[src/sv/rfc_pkg.sv]
package rfc_pkg;

   localparam int MAX_FRAME = 256;
   localparam int POS_W = $clog2(MAX_FRAME + 1);
   localparam int FIRST_PAYLOAD_POS = 6;

   localparam int QUEUE_DEPTH = 4;
   localparam int QPTR_W = $clog2(QUEUE_DEPTH);
   localparam int QCNT_W = $clog2(QUEUE_DEPTH + 1);

   localparam int CSR_INDEX_W = 2;
   localparam int CSR_DATA_W = 16;

   localparam logic [CSR_INDEX_W-1:0] REG_EXPECTED_COMMAND    = 2'd0;
   localparam logic [CSR_INDEX_W-1:0] REG_EXPECTED_REQUEST_ID = 2'd1;
   localparam logic [CSR_INDEX_W-1:0] REG_MINIMUM_LENGTH      = 2'd2;

   localparam logic [7:0]  RESET_EXPECTED_COMMAND    = 8'hA0;
   localparam logic [15:0] RESET_EXPECTED_REQUEST_ID = 16'h0000;
   localparam logic [7:0]  RESET_MINIMUM_LENGTH      = 8'd7;

   localparam logic [15:0] CRC_INIT = 16'hFFFF;
   localparam logic [15:0] CRC_POLY = 16'hA001;

   localparam logic [2:0] STATUS_OK           = 3'd0;
   localparam logic [2:0] STATUS_TOO_SHORT    = 3'd1;
   localparam logic [2:0] STATUS_CRC_ERROR    = 3'd2;
   localparam logic [2:0] STATUS_CMD_MISMATCH = 3'd3;
   localparam logic [2:0] STATUS_ID_MISMATCH  = 3'd4;

   localparam logic KIND_PAYLOAD = 1'b0;
   localparam logic KIND_STATUS  = 1'b1;

   typedef struct packed {
      logic [7:0]  expected_command;
      logic [15:0] expected_request_id;
      logic [7:0]  minimum_length;
   } cfg_type;

   typedef struct packed {
      logic        item_kind;
      logic [7:0]  payload_byte;
      logic [2:0]  status;
      logic [7:0]  sender_address;
      logic [15:0] word_value;
      logic        last_result;
   } result_type;

   typedef struct packed {
      logic        has_payload;
      logic [7:0]  payload_byte;
      logic        has_status;
      logic [2:0]  status;
      logic [7:0]  sender_address;
      logic [15:0] word_value;
   } entry_type;

   typedef struct packed {
      logic full;
      logic empty;
   } queue_status_type;

endpackage

[src/sv/rfc_if.sv]
interface rfc_req_if
   import rfc_pkg::*;
   ();
   logic       valid;
   logic       ready;
   logic [7:0] rx_byte;
   logic       frame_end;

   modport source (output valid, output rx_byte, output frame_end, input ready);
   modport sink (input valid, input rx_byte, input frame_end, output ready);
endinterface

interface rfc_rsp_if
   import rfc_pkg::*;
   ();
   logic        valid;
   logic        ready;
   logic        item_kind;
   logic [7:0]  payload_byte;
   logic [2:0]  status;
   logic [7:0]  sender_address;
   logic [15:0] word_value;
   logic        last_result;

   modport source (output valid, output item_kind, output payload_byte, output status,
                   output sender_address, output word_value, output last_result,
                   input ready);
   modport sink (input valid, input item_kind, input payload_byte, input status,
                 input sender_address, input word_value, input last_result,
                 output ready);
endinterface

interface rfc_csr_if
   import rfc_pkg::*;
   ();
   logic                   valid;
   logic                   ready;
   logic [CSR_INDEX_W-1:0] index;
   logic [CSR_DATA_W-1:0]  data;

   modport source (output valid, output index, output data, input ready);
   modport sink (input valid, input index, input data, output ready);
endinterface

[src/sv/rfc_front.sv]
module rfc_front
   import rfc_pkg::*;
(
   input  logic       clock,
   input  logic       reset,
   input  cfg_type    cfg,
   input  logic       in_valid,
   output logic       in_ready,
   input  logic [7:0] rx_byte,
   input  logic       frame_end,
   output logic       push,
   output entry_type  push_entry,
   input  queue_status_type queue_status
);

   logic [15:0]      crc_ff, crc_in;
   logic [POS_W-1:0] pos_ff, pos_in;
   logic [7:0]       delay0_ff, delay1_ff;
   logic [7:0]       addr_ff, addr_in;
   logic [7:0]       cmd_ff, cmd_in;
   logic [15:0]      reqid_ff, reqid_in;
   logic [15:0]      word_ff, word_in;
   logic             accept;
   logic             has_payload;
   logic [2:0]       status;

   function automatic logic [15:0] crc_update(input logic [15:0] crc, input logic [7:0] b);
      logic [15:0] c;
      c = crc ^ {8'h00, b};
      for (int k = 0; k < 8; k++) begin
         if (c[0]) begin
            c = (c >> 1) ^ CRC_POLY;
         end else begin
            c = c >> 1;
         end
      end
      return c;
   endfunction

   assign in_ready = !queue_status.full;
   assign accept = in_valid && in_ready;

   always_comb begin
      crc_in = crc_update(crc_ff, rx_byte);
      addr_in = addr_ff;
      cmd_in = cmd_ff;
      reqid_in = reqid_ff;
      word_in = word_ff;
      if (pos_ff == POS_W'(0)) begin
         addr_in = rx_byte;
      end
      if (pos_ff == POS_W'(1)) begin
         cmd_in = rx_byte;
      end
      if (pos_ff == POS_W'(2)) begin
         reqid_in = {rx_byte, reqid_ff[7:0]};
      end
      if (pos_ff == POS_W'(3)) begin
         reqid_in = {reqid_ff[15:8], rx_byte};
      end
      if (pos_ff == POS_W'(4)) begin
         word_in = {rx_byte, word_ff[7:0]};
      end
      if (pos_ff == POS_W'(5)) begin
         word_in = {word_ff[15:8], rx_byte};
      end
      if (pos_ff < POS_W'(MAX_FRAME)) begin
         pos_in = pos_ff + POS_W'(1);
      end else begin
         pos_in = pos_ff;
      end
      has_payload = (pos_ff >= POS_W'(FIRST_PAYLOAD_POS));

      priority if (pos_in < POS_W'(cfg.minimum_length)) begin
         status = STATUS_TOO_SHORT;
      end else if (crc_in != 16'h0000) begin
         status = STATUS_CRC_ERROR;
      end else if (cmd_in != cfg.expected_command) begin
         status = STATUS_CMD_MISMATCH;
      end else if (reqid_in != cfg.expected_request_id) begin
         status = STATUS_ID_MISMATCH;
      end else begin
         status = STATUS_OK;
      end

      push = accept && (has_payload || frame_end);
      push_entry.has_payload = has_payload;
      push_entry.payload_byte = delay1_ff;
      push_entry.has_status = frame_end;
      push_entry.status = status;
      push_entry.sender_address = addr_in;
      push_entry.word_value = word_in;
   end

   always_ff @(posedge clock) begin
      if (reset || (accept && frame_end)) begin
         crc_ff <= CRC_INIT;
         pos_ff <= '0;
         delay0_ff <= '0;
         delay1_ff <= '0;
         addr_ff <= '0;
         cmd_ff <= '0;
         reqid_ff <= '0;
         word_ff <= '0;
      end else if (accept) begin
         crc_ff <= crc_in;
         pos_ff <= pos_in;
         delay0_ff <= rx_byte;
         delay1_ff <= delay0_ff;
         addr_ff <= addr_in;
         cmd_ff <= cmd_in;
         reqid_ff <= reqid_in;
         word_ff <= word_in;
      end
   end

endmodule

[src/sv/rfc_queue.sv]
module rfc_queue
   import rfc_pkg::*;
(
   input  logic             clock,
   input  logic             reset,
   input  logic             push,
   input  entry_type        push_entry,
   input  logic             pop,
   output entry_type        head_entry,
   output queue_status_type queue_status
);

   entry_type         mem_ff [QUEUE_DEPTH];
   logic [QPTR_W-1:0] wr_ptr_ff, rd_ptr_ff;
   logic [QCNT_W-1:0] count_ff;

   assign queue_status.full = (count_ff == QCNT_W'(QUEUE_DEPTH));
   assign queue_status.empty = (count_ff == '0);
   assign head_entry = mem_ff[rd_ptr_ff];

   always_ff @(posedge clock) begin
      if (push) begin
         mem_ff[wr_ptr_ff] <= push_entry;
      end
   end

   always_ff @(posedge clock) begin
      if (reset) begin
         wr_ptr_ff <= '0;
         rd_ptr_ff <= '0;
         count_ff <= '0;
      end else begin
         if (push) begin
            wr_ptr_ff <= wr_ptr_ff + QPTR_W'(1);
         end
         if (pop) begin
            rd_ptr_ff <= rd_ptr_ff + QPTR_W'(1);
         end
         if (push && !pop) begin
            count_ff <= count_ff + QCNT_W'(1);
         end else if (pop && !push) begin
            count_ff <= count_ff - QCNT_W'(1);
         end
      end
   end

endmodule

[src/sv/rfc_back.sv]
module rfc_back
   import rfc_pkg::*;
(
   input  logic             clock,
   input  logic             reset,
   input  entry_type        head_entry,
   input  queue_status_type queue_status,
   output logic             pop,
   output logic             out_valid,
   input  logic             out_ready,
   output result_type       out_word
);

   logic       out_valid_ff, out_valid_in;
   result_type out_ff, out_in;
   logic       pend_valid_ff, pend_valid_in;
   result_type pend_ff, pend_in;
   result_type payload_word, status_word;
   logic       load;

   always_comb begin
      payload_word = '0;
      payload_word.item_kind = KIND_PAYLOAD;
      payload_word.payload_byte = head_entry.payload_byte;

      status_word = '0;
      status_word.item_kind = KIND_STATUS;
      status_word.status = head_entry.status;
      status_word.sender_address = head_entry.sender_address;
      status_word.word_value = head_entry.word_value;
      status_word.last_result = 1'b1;

      load = !out_valid_ff || out_ready;
      pop = load && !pend_valid_ff && !queue_status.empty;

      out_valid_in = out_valid_ff && !out_ready;
      out_in = out_ff;
      pend_valid_in = pend_valid_ff;
      pend_in = pend_ff;
      if (load && pend_valid_ff) begin
         out_valid_in = 1'b1;
         out_in = pend_ff;
         pend_valid_in = 1'b0;
      end else if (pop) begin
         out_valid_in = 1'b1;
         if (head_entry.has_payload) begin
            out_in = payload_word;
            pend_valid_in = head_entry.has_status;
            pend_in = status_word;
         end else begin
            out_in = status_word;
         end
      end
   end

   always_ff @(posedge clock) begin
      if (reset) begin
         out_valid_ff <= 1'b0;
         pend_valid_ff <= 1'b0;
      end else begin
         out_valid_ff <= out_valid_in;
         pend_valid_ff <= pend_valid_in;
      end
   end

   always_ff @(posedge clock) begin
      out_ff <= out_in;
      pend_ff <= pend_in;
   end

   assign out_valid = out_valid_ff;
   assign out_word = out_ff;

endmodule

[src/sv/rtu_response_frame_checker_unit.sv]
// Checks received response frames, one byte per word on the request channel, with
// frame_end set on the last byte. The CRC-16 runs over every byte including the
// trailing CRC pair, and the frame passes when the residue is zero, the length reaches
// the configured minimum, and the command and request id match the configured values.
// The response channel carries payload words (bytes 4 to n-3, each delayed by two
// bytes) and one status word per frame with the sender address and the word from
// bytes 4 and 5. The status word ends the frame and tells whether to keep the payload.
// One byte is accepted per cycle while the queue has room. A result word is queued
// with the byte that causes it; the last byte of a frame that carries payload yields
// two words, the status word held back until the payload word leaves the output stage.
// A four-entry queue sits between the byte checker and the output stage, so bytes
// keep flowing while the receiver stalls until the queue fills; then req ready drops.
// The configuration channel is always ready and should be written only while idle.
// Reset clears the frame state, the queue and the output stage, and loads the
// register reset values; no clearing pass is needed.
module rtu_response_frame_checker_unit
   import rfc_pkg::*;
(
   input logic       clock,
   input logic       reset,
   rfc_req_if.sink   req_chan,
   rfc_rsp_if.source rsp_chan,
   rfc_csr_if.sink   csr_chan
);

   cfg_type          cfg_ff;
   logic             push;
   entry_type        push_entry;
   entry_type        head_entry;
   logic             pop;
   queue_status_type queue_status;
   result_type       out_word;

   assign csr_chan.ready = 1'b1;

   always_ff @(posedge clock) begin
      if (reset) begin
         cfg_ff.expected_command <= RESET_EXPECTED_COMMAND;
         cfg_ff.expected_request_id <= RESET_EXPECTED_REQUEST_ID;
         cfg_ff.minimum_length <= RESET_MINIMUM_LENGTH;
      end else if (csr_chan.valid) begin
         unique case (csr_chan.index)
            REG_EXPECTED_COMMAND: begin
               cfg_ff.expected_command <= csr_chan.data[7:0];
            end
            REG_EXPECTED_REQUEST_ID: begin
               cfg_ff.expected_request_id <= csr_chan.data;
            end
            REG_MINIMUM_LENGTH: begin
               cfg_ff.minimum_length <= csr_chan.data[7:0];
            end
            default: begin
            end
         endcase
      end
   end

   rfc_front u_front (
      .clock        (clock),
      .reset        (reset),
      .cfg          (cfg_ff),
      .in_valid     (req_chan.valid),
      .in_ready     (req_chan.ready),
      .rx_byte      (req_chan.rx_byte),
      .frame_end    (req_chan.frame_end),
      .push         (push),
      .push_entry   (push_entry),
      .queue_status (queue_status)
   );

   rfc_queue u_queue (
      .clock        (clock),
      .reset        (reset),
      .push         (push),
      .push_entry   (push_entry),
      .pop          (pop),
      .head_entry   (head_entry),
      .queue_status (queue_status)
   );

   rfc_back u_back (
      .clock        (clock),
      .reset        (reset),
      .head_entry   (head_entry),
      .queue_status (queue_status),
      .pop          (pop),
      .out_valid    (rsp_chan.valid),
      .out_ready    (rsp_chan.ready),
      .out_word     (out_word)
   );

   assign rsp_chan.item_kind = out_word.item_kind;
   assign rsp_chan.payload_byte = out_word.payload_byte;
   assign rsp_chan.status = out_word.status;
   assign rsp_chan.sender_address = out_word.sender_address;
   assign rsp_chan.word_value = out_word.word_value;
   assign rsp_chan.last_result = out_word.last_result;

endmodule

[src/flat_wrapper.sv]
// flat-port wrapper written by rule: the top's interface ports become plain ports
module rtu_response_frame_checker_unit_flat import rfc_pkg::*;
  (clock, reset, req_chan_valid, req_chan_rx_byte, req_chan_frame_end, req_chan_ready, rsp_chan_valid, rsp_chan_item_kind, rsp_chan_payload_byte, rsp_chan_status, rsp_chan_sender_address, rsp_chan_word_value, rsp_chan_last_result, rsp_chan_ready, csr_chan_valid, csr_chan_index, csr_chan_data, csr_chan_ready);
  rfc_req_if req_chan_i ();
  rfc_rsp_if rsp_chan_i ();
  rfc_csr_if csr_chan_i ();
  input logic clock;
  input logic reset;
  input wire logic [$bits(req_chan_i.valid)-1:0] req_chan_valid;
  input wire logic [$bits(req_chan_i.rx_byte)-1:0] req_chan_rx_byte;
  input wire logic [$bits(req_chan_i.frame_end)-1:0] req_chan_frame_end;
  output wire logic [$bits(req_chan_i.ready)-1:0] req_chan_ready;
  output wire logic [$bits(rsp_chan_i.valid)-1:0] rsp_chan_valid;
  output wire logic [$bits(rsp_chan_i.item_kind)-1:0] rsp_chan_item_kind;
  output wire logic [$bits(rsp_chan_i.payload_byte)-1:0] rsp_chan_payload_byte;
  output wire logic [$bits(rsp_chan_i.status)-1:0] rsp_chan_status;
  output wire logic [$bits(rsp_chan_i.sender_address)-1:0] rsp_chan_sender_address;
  output wire logic [$bits(rsp_chan_i.word_value)-1:0] rsp_chan_word_value;
  output wire logic [$bits(rsp_chan_i.last_result)-1:0] rsp_chan_last_result;
  input wire logic [$bits(rsp_chan_i.ready)-1:0] rsp_chan_ready;
  input wire logic [$bits(csr_chan_i.valid)-1:0] csr_chan_valid;
  input wire logic [$bits(csr_chan_i.index)-1:0] csr_chan_index;
  input wire logic [$bits(csr_chan_i.data)-1:0] csr_chan_data;
  output wire logic [$bits(csr_chan_i.ready)-1:0] csr_chan_ready;
  assign req_chan_i.valid = req_chan_valid;
  assign req_chan_i.rx_byte = req_chan_rx_byte;
  assign req_chan_i.frame_end = req_chan_frame_end;
  assign req_chan_ready = req_chan_i.ready;
  assign rsp_chan_valid = rsp_chan_i.valid;
  assign rsp_chan_item_kind = rsp_chan_i.item_kind;
  assign rsp_chan_payload_byte = rsp_chan_i.payload_byte;
  assign rsp_chan_status = rsp_chan_i.status;
  assign rsp_chan_sender_address = rsp_chan_i.sender_address;
  assign rsp_chan_word_value = rsp_chan_i.word_value;
  assign rsp_chan_last_result = rsp_chan_i.last_result;
  assign rsp_chan_i.ready = rsp_chan_ready;
  assign csr_chan_i.valid = csr_chan_valid;
  assign csr_chan_i.index = csr_chan_index;
  assign csr_chan_i.data = csr_chan_data;
  assign csr_chan_ready = csr_chan_i.ready;
  rtu_response_frame_checker_unit u_core (.clock(clock), .reset(reset), .req_chan(req_chan_i), .rsp_chan(rsp_chan_i), .csr_chan(csr_chan_i));
endmodule
[config.mk]
export PLATFORM = sky130hd
export DESIGN_NAME = rtu_response_frame_checker_unit_flat
export DESIGN_NICKNAME = d
export VERILOG_FILES = /design/src/sv/rfc_pkg.sv /design/src/sv/rfc_if.sv /design/src/sv/rfc_front.sv /design/src/sv/rfc_queue.sv /design/src/sv/rfc_back.sv /design/src/sv/rtu_response_frame_checker_unit.sv /design/src/flat_wrapper.sv
export SDC_FILE = /design/constraint.sdc
export NUM_CORES = 1
export LEC_CHECK = 0
export ABC_AREA = 1
export BUFFER_PORTS_ARGS = -buffer_cell sky130_fd_sc_hd__buf_2
export CAP_MARGIN = 40
export CORE_ASPECT_RATIO = 1.4
export CORE_MARGIN = 10
export CORE_UTILIZATION = 61
export DETAILED_ROUTE_END_ITERATION = 10
export PLACE_DENSITY = 0.79
export SLEW_MARGIN = 30
export SYNTH_ARGS = -nofsm -noshare
export SYNTH_HDL_FRONTEND = slang
export SYNTH_SLANG_ARGS = --single-unit
[constraint.sdc]
create_clock -name clock -period 3.5 [get_ports clock]
set_input_delay 0.35 -clock clock [delete_from_list [all_inputs] [get_ports clock]]
set_output_delay 0.35 -clock clock [all_outputs]
set_load 0.01 [all_outputs]
* Word level (Yosys, flattened, before mapping)
Memories as Yosys holds them, arrays and structs flattened. A register that Yosys moved wholly into a read port is not among the register bits.
Index checks and enable logic that the tools add are counted.
** Cells by class
- $add $sub $neg :: 5
- Order comparisons :: 3
- Equal/unequal tests :: 10
- Muxes and demuxes :: 30
- Bitwise operators :: 10
- Reduce and logical (&&, ||, !) cells :: 31
** Operators with widths (number)
- two-way mux 16 bit :: 12
- two-way mux 37 bit :: 2
- two-way mux 28 bit :: 1
- NOT 2 -> 3 bit :: 8
- equality test 9 x 2 -> 1 bit (second input constant) :: 2
- equality test 9 x 3 -> 1 bit (second input constant) :: 2
- two-way mux 3 bit :: 6
- two-way mux 8 bit :: 2
- != test 16 bit :: 1
- nonzero test 16 bit :: 1
- XOR 16 x 8 -> 16 bit :: 1
- adder 9 x 1 -> 9 bit (second input constant) :: 1
- equality test 9 x 1 -> 1 bit (second input constant) :: 1
- >= comparator 9 x 3 -> 1 bit (second input constant) :: 1
- logical AND 1 bit :: 9
- logical NOT 9 bit :: 1
- < comparator 9 x 8 -> 1 bit :: 1
- < comparator 9 bit (second input constant) :: 1
- two-way mux 9 bit :: 1
- != test 8 bit :: 1
- AND reduction 2 bit :: 4
- logical NOT 1 bit :: 7
- adder 2 x 1 -> 2 bit (second input constant) :: 2
- two-way mux 1 bit :: 4
- 13 further kinds :: 17
** Word-level totals
- Register bits :: 194
- Memory bits (writable) :: 148
- Bits of input ports :: 32
- Output and inout bits :: 40
- Logic and storage cells :: 115
- Memories kept :: 1
** Memories
- u_core.u_queue.mem_ff :: depth 4, width 37, rd ports 1, clocked after Yosys merged registers in 1, write ports 1, RTL line rfc_queue.sv:13 : entry_type mem_ff [QUEUE_DEPTH];

* Logic depth before layout (Yosys ltp)
- Depth after elaboration :: 20
- Gate-level depth with buffers :: 19
- Gate-level depth less buffers :: 19

* Hierarchy
A second synthesis with hierarchy kept.
** Unflattened totals
- Cell total of the unflattened synthesis :: 1651
- Area, all modules :: 15187.1 um^2
** Modules (own cells, without submodules)
- rfc_queue :: instances 1, cells each 416, area an instance 5933.2 um^2, seq. area each 4624.4 um^2
- rfc_front :: instances 1, cells each 842, area an instance 5328.9 um^2, seq. area each 1781.7 um^2
- rfc_back :: instances 1, cells each 192, area an instance 2519.9 um^2, seq. area each 1931.9 um^2
- rtu_response_frame_checker_unit :: instances 1, cells each 201, area an instance 1405.1 um^2, seq. area each 640.6 um^2

* Worst setup path before layout
No wires, ideal clock.
- Path kind :: register -> register
- From :: register u_core.u_queue.count_ff[0]
- To :: memory u_core.u_queue.mem_ff[0][0] (netlist name) (enable)
- Setup time :: 0.431 ns
- Arrival time :: 2.548 ns
- Required time :: 3.069 ns
- Path slack :: 0.520 ns
- Cell stages (with the launch flop) :: 7
- Buffers on the path :: 0
- Period minus slack after synthesis :: 2.980 ns
- Path through :: dfxtp_1 -> inv_1 -> nand3_1 -> nand2_1 -> inv_2 -> o21ai_2 -> nor2_1
** Between the ends
- Cells in the longest elaborated chain, start to end :: 6
** RTL lines
- from (decl) :: RTL line rfc_queue.sv:15 : logic [QCNT_W-1:0] count_ff;
- from (signal assigned) :: RTL line rfc_queue.sv:40 : count_ff <= count_ff + QCNT_W'(1);
- from (signal assigned) :: RTL line rfc_queue.sv:42 : count_ff <= count_ff - QCNT_W'(1);
- equality test 3 bit :: RTL line rfc_queue.sv:17 : assign queue_status.full = (count_ff == QCNT_W'(QUEUE_DEPTH));
- logical NOT 1 bit :: RTL line rfc_front.sv:40 : assign in_ready = !queue_status.full;
- named net req_chan_ready :: RTL line flat_wrapper.sv:12 : output wire logic [$bits(req_chan_i.ready)-1:0] req_chan_ready;
- logical AND 1 bit :: RTL line rfc_front.sv:41 : assign accept = in_valid && in_ready;
- logical AND 1 bit :: RTL line rfc_front.sv:86 : push = accept && (has_payload || frame_end);
- two-way mux 1 bit :: RTL line rfc_queue.sv:22 : if (push) begin
- two-way mux 1 bit (implied by the code) :: RTL line rfc_queue.sv:23 : mem_ff[wr_ptr_ff] <= push_entry;
- to (decl) :: RTL line rfc_queue.sv:13
The timed path passes the listed nets, and every way through them passes these cells.

==> run_results.csv <==
group,metric,value,unit
run_status,outcome,"complete, no violations",
global_route,grt_max_degree,81,
clock_tree,clk_latency,570,ps
global_route,grtUsageTotal,21.2,%
timing,relSlewSlack,46.8,%
routing,vias,10604,
timing,fin_crit,2810,ps
global_route,antenna_found_initial,0,
clock_tree,clockRootBuffer,"clkbuf_16",
critical_path,start_kind,"flip-flop",
clock_tree,cts_hold_buf,0,
logic_synthesis,synth_top_cell_area_share,43.8,%
timing,tightest_slew,790,ps
clock_tree,cts_resized,0,
global_route,first_global_vias,10355,
critical_path,crit_type,"reg -> reg",
global_route,overflow,0,
critical_path,required,3850,ps
cells_and_area,instances_no_fill,1903,
clock_tree,clock-sinks,343,
timing,tns,0,ps
timing,slew_violations,0,
logic_synthesis,synth_top_area_cell,"edfxtp_1",
pwr,power.density,777,nW/um2
logic_synthesis,synth-edff-count,211,
cells_and_area,area_growth,12.0,%
routing,routed_wl,32.9,mm
clock_tree,cts_buffer_depth,3,
clock_tree,ctsHtreeMaxLevel,1,
die,boundaryPins,72,
job,drv_cap,0,
clock_tree,path_clk_slew,60,ps
logic_synthesis,ys_ff_latch,343,
logic_synthesis,ys_seq_area_share,62.1,%
routing,first_iter_violations,744,
routing,wire_per_inst,17.3,um
timing,clock_skew,18.0,ps
critical_path,reg2reg_depth,19,
timing,setup_viol_count_final,0,
logic_synthesis,netlist_area,14500,um2
placement,place_congestion,0.897,
pwr,ir_worst_vdd,0.485,mV
clock_tree,cts_made_buffers,30,
logic_synthesis,synth_area_leaders,"edfxtp_1, dfxtp_1, nand2_1",
cells_and_area,drive_gt1_share,10.5,%
cells_and_area,final_util,69.5,%
clock_tree,post_cts_buffers,0,
placement,dpl.hpwl,21.6,mm
critical_path,worstPathArrival,3170,ps
global_route,grt_pass1_wl,52.5,mm
timing,fmax,356,MHz
timing,hold_viol_final,0,
routing,via_per_inst,5.57,
pwr,p_total,12.6,mW
logic_synthesis,ys.flop_type,"edfxtp_1",
cells_and_area,antenna_cells,0,
cells_and_area,fin_nets,1623,
placement,dpl.cell_count,1843,
routing,antenna_left,0,
hold_path,hold_path.class,"in -> reg",
logic_synthesis,synth.most_common_cell,"nand2_1",
critical_path,path_max_fanout,4,
hold_path,whs_path_depth,3,
die,die_area,30300,um2
die,core-area,23300,um2
logic_synthesis,avgSynthCellArea,9.53,um2
placement,io_buffer_count,70,
die,die_height,202,um
logic_synthesis,syn_inst,1517,
timing,fin_crit_sh,80.3,%
logic_synthesis,synthTopCellsByCount,"nand2_1, nor2_1, edfxtp_1",
routing,first_pass_iters,5,
logic_synthesis,yosys_warnings,0,
die,rows,66,
logic_synthesis,async_flop_share,0,%
pwr,p_leak,6.84,nW
critical_path,critPathCaptureType,"flip-flop",
timing,rsz0062_at_grt,"false",
routing,drcViolationCount,0,
logic_synthesis,syn_nets,1567,
cells_and_area,layout.filler_cells,1774,
clock_tree,tritoncts,"done",
logic_synthesis,netlist-cell-type-count,39,
die,die_w,150,um
die,initial_utilization,62.1,%
## power by group
| group | switching (mW) | internal, mW |
|---|---|---|
| sequential | 0.252 | 5.45 |
| clock | 1.45 | 1.88 |
| combinational | 2.42 | 1.12 |
## cell usage in the layout (no fill, tap or decap), drive strengths merged
master	n
nand2	287
nor2	226
edfxtp	211
o21ai	197
inv	148
dfxtp	132
buf	93
a21oi	75
nand3	46
clkbuf	46
o22ai	28
a22o	27
ha	17
o211ai	14
xor2	12
nand3b	8
clkinv	8
nor3	7
xnor2	5
a31oi	2
nand4	1
nor4	1
a21boi	1
o21bai	1
fa	1
conb	1
clkinvlp	1
bufinv	1
## per-layer routing
| metal | GRT usage, % | vias to the layer above | share of wire, % |
|---|---|---|---|
| met2 | 38.4 | 303 | 52 |
| met4 | 7.79 | 0 | 3.1 |
| met3 | 3.06 | 61 | 5.3 |
| met1 | 24.7 | 5029 | 39 |
| li1 | - | 5211 | - |
| met5 | 0 | - | 0 |
## cell type report
class / count / area, um2 / share of cell area [%]
Multi-Input combinational cell: 957 / 4670 / 28.8
Clock inverter: 11 / 104 / 0.641
Inverter: 147 / 554 / 3.42
Sequential cell: 343 / 8980 / 55.5
Tap cell: 306 / 383 / 2.36
Clock buffer: 45 / 910 / 5.62
Timing Repair Buffer: 94 / 589 / 3.64
## metrics by stage
stage | hold WS (ps) | setup WS (ps) | cell area [um2]
after floorplan | 419 | 520 | 14500
after global placement | 446 | 580 | 15100
after detailed placement | 455 | 461 | 15100
after CTS | 15.6 | 702 | 16100
after global routing | 10.2 | 314 | 16200
final | 35.6 | 688 | 16200
## flip-flops by register name (all words and copies together) (netlist names), 3 cells and up, named ones only
name	count
u_core.u_queue.mem_ff	148
u_core.u_back.out_word	36
u_core.cfg_ff	32
u_core.u_back.pend_ff	27
u_core.u_front.crc_ff	16
u_core.u_front.reqid_ff	16
u_core.u_front.word_ff	16
u_core.u_front.pos_ff	9
u_core.u_front.addr_ff	8
u_core.u_front.cmd_ff	8
u_core.u_front.delay0_ff	8
u_core.u_front.delay1_ff	8
u_core.u_queue.count_ff	3
## cell families (layout without fill, tap and decap cells)
group	after synthesis	count (layout)	synth area share, %
simple gates	576	576	16.1
compound gates	345	345	13.2
flops	343	343	62.1
buf+inv	217	297	5.87
fa+ha+maj	18	18	1.61
xor+xnor	17	17	1.03
other cells	1	1	0.0259
## critical path, cell delays in order (launching register included)
cell and delay (ps):
dfxtp_1 370, inv_1 70, nand2_1 50, nand2_1 90
nand2_1 70, nand2_1 80, nand2_1 100, nand2_1 50
nand2_1 70, nand2_1 80, xor2_1 150, ha_1 330
xor2_1 170, nor3_1 140, nand2_1 70, nor2_1 80
nand3_1 80, nor2_1 210, nand3_1 90, nor2_1 240
## final timing paths
check / slack, ps / to / from
max: 690 / u_core.u_queue.mem_ff[2][26]$_DFFE_PP_ / u_core.u_front.crc_ff[4]$_SDFFE_PP1P_
min: 40 / u_core.cfg_ff[20]$_SDFFE_PP0P_ / csr_chan_data[12]
max reg2reg: 690 / u_core.u_queue.mem_ff[2][26]$_DFFE_PP_ / u_core.u_front.crc_ff[4]$_SDFFE_PP1P_
min reg2reg: 470 / u_core.u_front.delay1_ff[2]$_SDFFE_PP0P_ / u_core.u_front.delay0_ff[2]$_SDFFE_PP0P_
(Power assumes the default switching activity.)
